File: src/sv/swm_pkg.sv
package swm_pkg;

    localparam int SAMPLE_W       = 30;
    localparam int LEN_W          = 11;
    localparam int MAX_WINDOW_DEF = 1024;

    localparam logic [LEN_W-1:0] LEN_RESET = LEN_W'(1);

    // partial window extremes handed from cell to cell
    typedef struct packed {
        logic                valid;
        logic [SAMPLE_W-1:0] hi;
        logic [SAMPLE_W-1:0] lo;
    } scan_t;

    typedef enum logic [1:0] {
        ST_IDLE = 2'b01,
        ST_SCAN = 2'b10
    } state_t;

endpackage

File: src/sv/swm_cell.sv
module swm_cell #(
    parameter int CNT_W = 11
) (
    input  logic                         clk,
    input  logic                         rst_n,
    input  logic                         shift_en,
    input  logic [swm_pkg::SAMPLE_W-1:0] sample_in,
    output logic [swm_pkg::SAMPLE_W-1:0] sample_out,
    input  swm_pkg::scan_t               scan_in,
    input  logic [CNT_W-1:0]             rem_in,
    output swm_pkg::scan_t               scan_out,
    output logic [CNT_W-1:0]             rem_out
);

    logic [swm_pkg::SAMPLE_W-1:0] sample_reg;
    logic                         valid_reg;
    logic [swm_pkg::SAMPLE_W-1:0] hi_reg;
    logic [swm_pkg::SAMPLE_W-1:0] lo_reg;
    swm_pkg::scan_t               scan_next;
    logic [CNT_W-1:0]             rem_reg;
    logic [CNT_W-1:0]             rem_next;
    logic                         take;

    // this cell's sample belongs to the window while the countdown is nonzero
    assign take = (rem_in != '0);

    always_comb
    begin
        scan_next.valid = scan_in.valid;
        scan_next.hi    = (take && (sample_reg > scan_in.hi)) ? sample_reg : scan_in.hi;
        scan_next.lo    = (take && (sample_reg < scan_in.lo)) ? sample_reg : scan_in.lo;
        rem_next        = take ? (rem_in - CNT_W'(1)) : '0;
    end

    always_ff @(posedge clk)
    begin
        if (shift_en)
        begin
            sample_reg <= sample_in;
        end
        hi_reg  <= scan_next.hi;
        lo_reg  <= scan_next.lo;
        rem_reg <= rem_next;
    end

    always_ff @(posedge clk or negedge rst_n)
    begin
        if (!rst_n)
        begin
            valid_reg <= 1'b0;
        end
        else
        begin
            valid_reg <= scan_next.valid;
        end
    end

    assign sample_out = sample_reg;
    assign scan_out   = {valid_reg, hi_reg, lo_reg};
    assign rem_out    = rem_reg;

endmodule

File: config.mk
export PLATFORM = sky130hd
export DESIGN_NAME = swm_cell
export DESIGN_NICKNAME = d
export VERILOG_FILES = /design/src/sv/swm_pkg.sv /design/src/sv/swm_cell.sv
export SDC_FILE = /design/constraint.sdc
export NUM_CORES = 1
export LEC_CHECK = 0
export ABC_CLOCK_PERIOD_IN_PS = 3000
export BUFFER_PORTS_ARGS = -buffer_cell sky130_fd_sc_hd__buf_2
export CAP_MARGIN = 20
export CORE_MARGIN = 5
export CORE_UTILIZATION = 48
export CTS_CLUSTER_SIZE = 16
export DETAILED_ROUTE_END_ITERATION = 8
export GPL_TIMING_DRIVEN = 0
export PLACE_DENSITY = 0.81
export SETUP_SLACK_MARGIN = 0.1
export SYNTH_ARGS = -nofsm -noshare
export SYNTH_HDL_FRONTEND = slang
export SYNTH_SLANG_ARGS = --single-unit
File: constraint.sdc
create_clock -name clk -period 3 [get_ports clk]
set_input_delay 0.6 -clock clk [delete_from_list [all_inputs] [get_ports clk]]
set_output_delay 0.6 -clock clk [all_outputs]
set_load 0.01 [all_outputs]
Word level (Yosys, flattened, before mapping)
Index checks and enable logic that the tools add are counted.

$lt $le $gt $ge: 2. Reductions and logical operators: 3. $add $sub $neg: 1. Muxes and demuxes: 2.

Operator list (count): $mux 30 (2); $gt 30x30->1 (1); $lt 30x30->1 (1); $reduce_bool 11->1 (1); $sub 11x1->11 const B (1); $logic_and 1x1->1 (2).

Output and inout bits: 102. Register bits: 102. Logic and storage cells: 13.

Longest topological paths before layout
Depth after elaboration: 3. Mapped depth: 10. Gate-level depth less buffers: 9.

Worst setup path after synthesis
OpenSTA, ideal clock, no wires.

Path kind: input to register. Start: input rem_in[3]. End: register hi_reg[0] (netlist name). Path buffers: 2. Slack: 394 ps. Data arrival time: 2485 ps. Library setup time: 121 ps. Stages on the path: 8. Cells stage by stage: or3_1 -> or3_1 -> buf_2 -> nor4_4 -> a31oi_1 -> a21oi_2 -> buf_6 -> mux2_2.

RTL lines: start: declaration (RTL line swm_cell.sv:10) `input logic [CNT_W-1:0] rem_in,`; end signal: assignment (RTL line swm_cell.sv:41) `hi_reg <= scan_next.hi;`; end: declaration (RTL line swm_cell.sv:17) `logic [swm_pkg::SAMPLE_W-1:0] hi_reg;`.

==> results.json <==
{
  "status": "complete, no violations",
  "grt_max_degree": 31,
  "multi_input_area_mm2": 0.00216,
  "worst-setup-path-type": "flip-flop to flip-flop",
  "antenna_found_initial": 0,
  "async_reset_ff_share_pct": 0.980,
  "seq_area_mm2": 0.00235,
  "yosys.area_share.simple_pct": 6.94,
  "dpl-instance-area_mm2": 0.00599,
  "reg2reg_setup_slack_ns": 0.22,
  "synthCells": 412,
  "fp.dieW_um": 110,
  "fin_skew_ns": 0.00713,
  "min_period_ns": 2.78,
  "cpPeakStageDelay_ns": 0.41,
  "drive_above_1_share_pct": 45.9,
  "synthMuxAreaShare_pct": 14.1,
  "fillCellCount": 818,
  "cp.required_ns": 3.27,
  "clkSinkCount": 102,
  "post_drt_wl_per_cell_um": 16.0,
  "post-route-period-util_pct": 92.8,
  "drtIter0Drc": 140,
  "clk_pin_slew_ns": 0.09,
  "grt_pass1_vias": 3850,
  "place_worst_setup_slack_ns": -0.270,
  "syn_nets": 577,
  "mostFrequentLayoutCell": "buf_2",
  "synth_edf_count": 30,
  "syn_avg_cell_area_um2": 11.6,
  "die_h_um": 110,
  "p_leak_uw": 0.00318,
  "drt_wl_total_mm": 12.4,
  "rsz0062_at_grt": "true",
  "hold_path_class": "input port to flip-flop",
  "row_count": 36,
  "cp-start-kind": "flip-flop",
  "ys_ff_latch": 102,
  "die_area_mm2": 0.0121,
  "max_freq_mhz": 359,
  "path_max_fanout": 10,
  "vdd_ir_drop_max_mv": 0.499,
  "finalSetupViolCount": 0,
  "synth_top_family_by_area": "adder cells",
  "fin_ws_ns": 0.216,
  "num_io_pins": 207,
  "synth_ff_type": "dfxtp_1",
  "io_buffers": 206,
  "cts_tree": "yes",
  "crit_slowest_cell": "edfxtp_1",
  "fin_util_pct": 63.8,
  "htreeDepth": 3,
  "finalHoldViolCount": 0,
  "grt_usage_pct": 20.4,
  "via_per_inst": 4.86,
  "endpoint_kind": "flip-flop",
  "dpl.hpwl_mm": 9.83,
  "layout.nets": 799,
  "path_cells": "buf_4 -> ha_1 -> a21oi_1 -> nand2_1 -> a221o_1 -> a221oi_1 -> nor3_1 -> a21oi_2 -> buf_6 -> mux2_2",
  "mostFrequentLayoutCells": "207 x buf_2, 71 x dfxtp_1, 62 x inv_1",
  "cts_buffer_depth": 2,
  "antenna_cells": 0,
  "coreArea_mm2": 0.00977,
  "tightest_slew_ns": 0.798,
  "synthAdderAreaFrac_pct": 15.7,
  "drv_cap": 0,
  "clockRootBuffer": "clkbuf_8",
  "powerDensity_mw_per_mm2": 536,
  "vias": 3752,
  "start_util_pct": 49.1,
  "place_congestion": 0.824,
  "max_slew_margin_pct": 46.8,
  "ys_warn_count": 0,
  "area_growth_syn_to_layout_pct": 30.1,
  "synth-compound-area-share_pct": 6.86,
  "ys_types": 41,
  "seq_area_frac_synth_pct": 49.0,
  "insertion_delay_ns": 0.38,
  "syn_area_mm2": 0.00479,
  "drc": 0,
  "drt-pass1-iter-count": 4,
  "slew_viol_final": 0,
  "antenna_left": 0,
  "cts_buffers": 9,
  "grt_pass1_wl_mm": 18.4,
  "finalInstanceArea_mm2": 0.00624,
  "synthXorXnorAreaFrac_pct": 1.28,
  "globalRouteOverflowTotal": 0,
  "p_total_uw": 3350,
  "critPathArrivalTime_ns": 3.05
}
## worst paths after layout
check | from | end | cells after the start
worst max-delay path | sample_out[4] | hi_reg[21] | 10
worst min-delay path | scan_in[60] | valid_reg | 1
worst max register to register | sample_out[4] | hi_reg[21] | 10
worst min register to register | sample_out[0] | lo_reg[0] | 1
max in group asynchronous | rst_n | valid_reg | 2
min in group asynchronous | rst_n | valid_reg | 2
## power by group
part	leakage (µW)	total (µW)	switching [µW]	internal, µW
sequential	0.000904	1660	75.1	1590
clock	0.0000940	859	454	405
combinational	0.00218	825	411	414
total	0.00318	3350	940	2410
## Yosys cell counts, types with 3 or more instances
library cell  instances  area [µm²]
or3_1                 3        18.8
a21o_1               11        82.6
ha_1                 60         751
nand4_1               6        37.5
buf_6                 3        33.8
mux2_2               58         653
inv_1                62         233
o21ai_0               8        40.0
a21oi_1              19        95.1
a221o_1               3        30.0
xnor2_1               6        52.6
dfxtp_1              71        1420
nand2_1              12        45.0
nor2_1               14        52.6
and4_1                4        35.0
edfxtp_1             30         901
nand3_1               4        20.0
buf_2                 4        20.0
nor3_1                7        35.0
## through the flow
stage,TNS (ns),cells,hold slack (ns)
2_1_floorplan,0,412,0.304
3_3_place_gp,-7.83,751,0.375
3_5_place_dp,-8.54,751,0.375
4_1_cts,0,771,0.308
5_1_grt,0,772,0.307
6_report,0,772,0.333
## kinds of logic after synthesis
| family | after synthesis |
|---|---|
| buffers and inverters | 71 |
| AND/OR/NAND/NOR | 61 |
| flip-flops | 102 |
| XOR/XNOR | 7 |
| multiplexers | 60 |
| AO/OA/AOI/OAI | 51 |
| adder cells (fa/ha/maj) | 60 |
## what timing repair did
item / 4_1_cts / 5_1_grt
pin swaps: 1 / 1
setup buffers: 2 / 1
resized for setup: 4 / 2
gates cloned: 1 / 0
setup endpoints to repair: 30 / 26
endpoints found under the hold margin: 1 / 0
hold buffers: 1 / 0
## worst max-delay path: cells and delay by family (launching register included)
family	cells	cell delay [ns]
buffers and inverters	2	0.37
muxes	1	0.36
AOI/OAI and AO/OA	4	1.04
and+or+nand+nor	2	0.18
DFF	1	0.41
adders and majority gates	1	0.32
## layout make-up
type | count | share of cell area, %
sequential | 102 | 37.6
multi-input combinational | 239 | 34.5
timing repair buffer | 211 | 17.2
inverter | 62 | 3.73
tap | 133 | 2.67
clock buffer | 12 | 2.33
buffer | 9 | 1.16
clock inverter | 4 | 0.742
## routing by layer
metal | track usage (%) | up-vias | routed length (µm)
met4 | 5.88 | 0 | 163
met1 | 22.7 | 1702 | 4980
li1 | - | 1893 | -
met5 | 0 | - | 0
met3 | 8.34 | 11 | 1200
met2 | 35.5 | 146 | 6020
(Power assumes the default switching activity.)
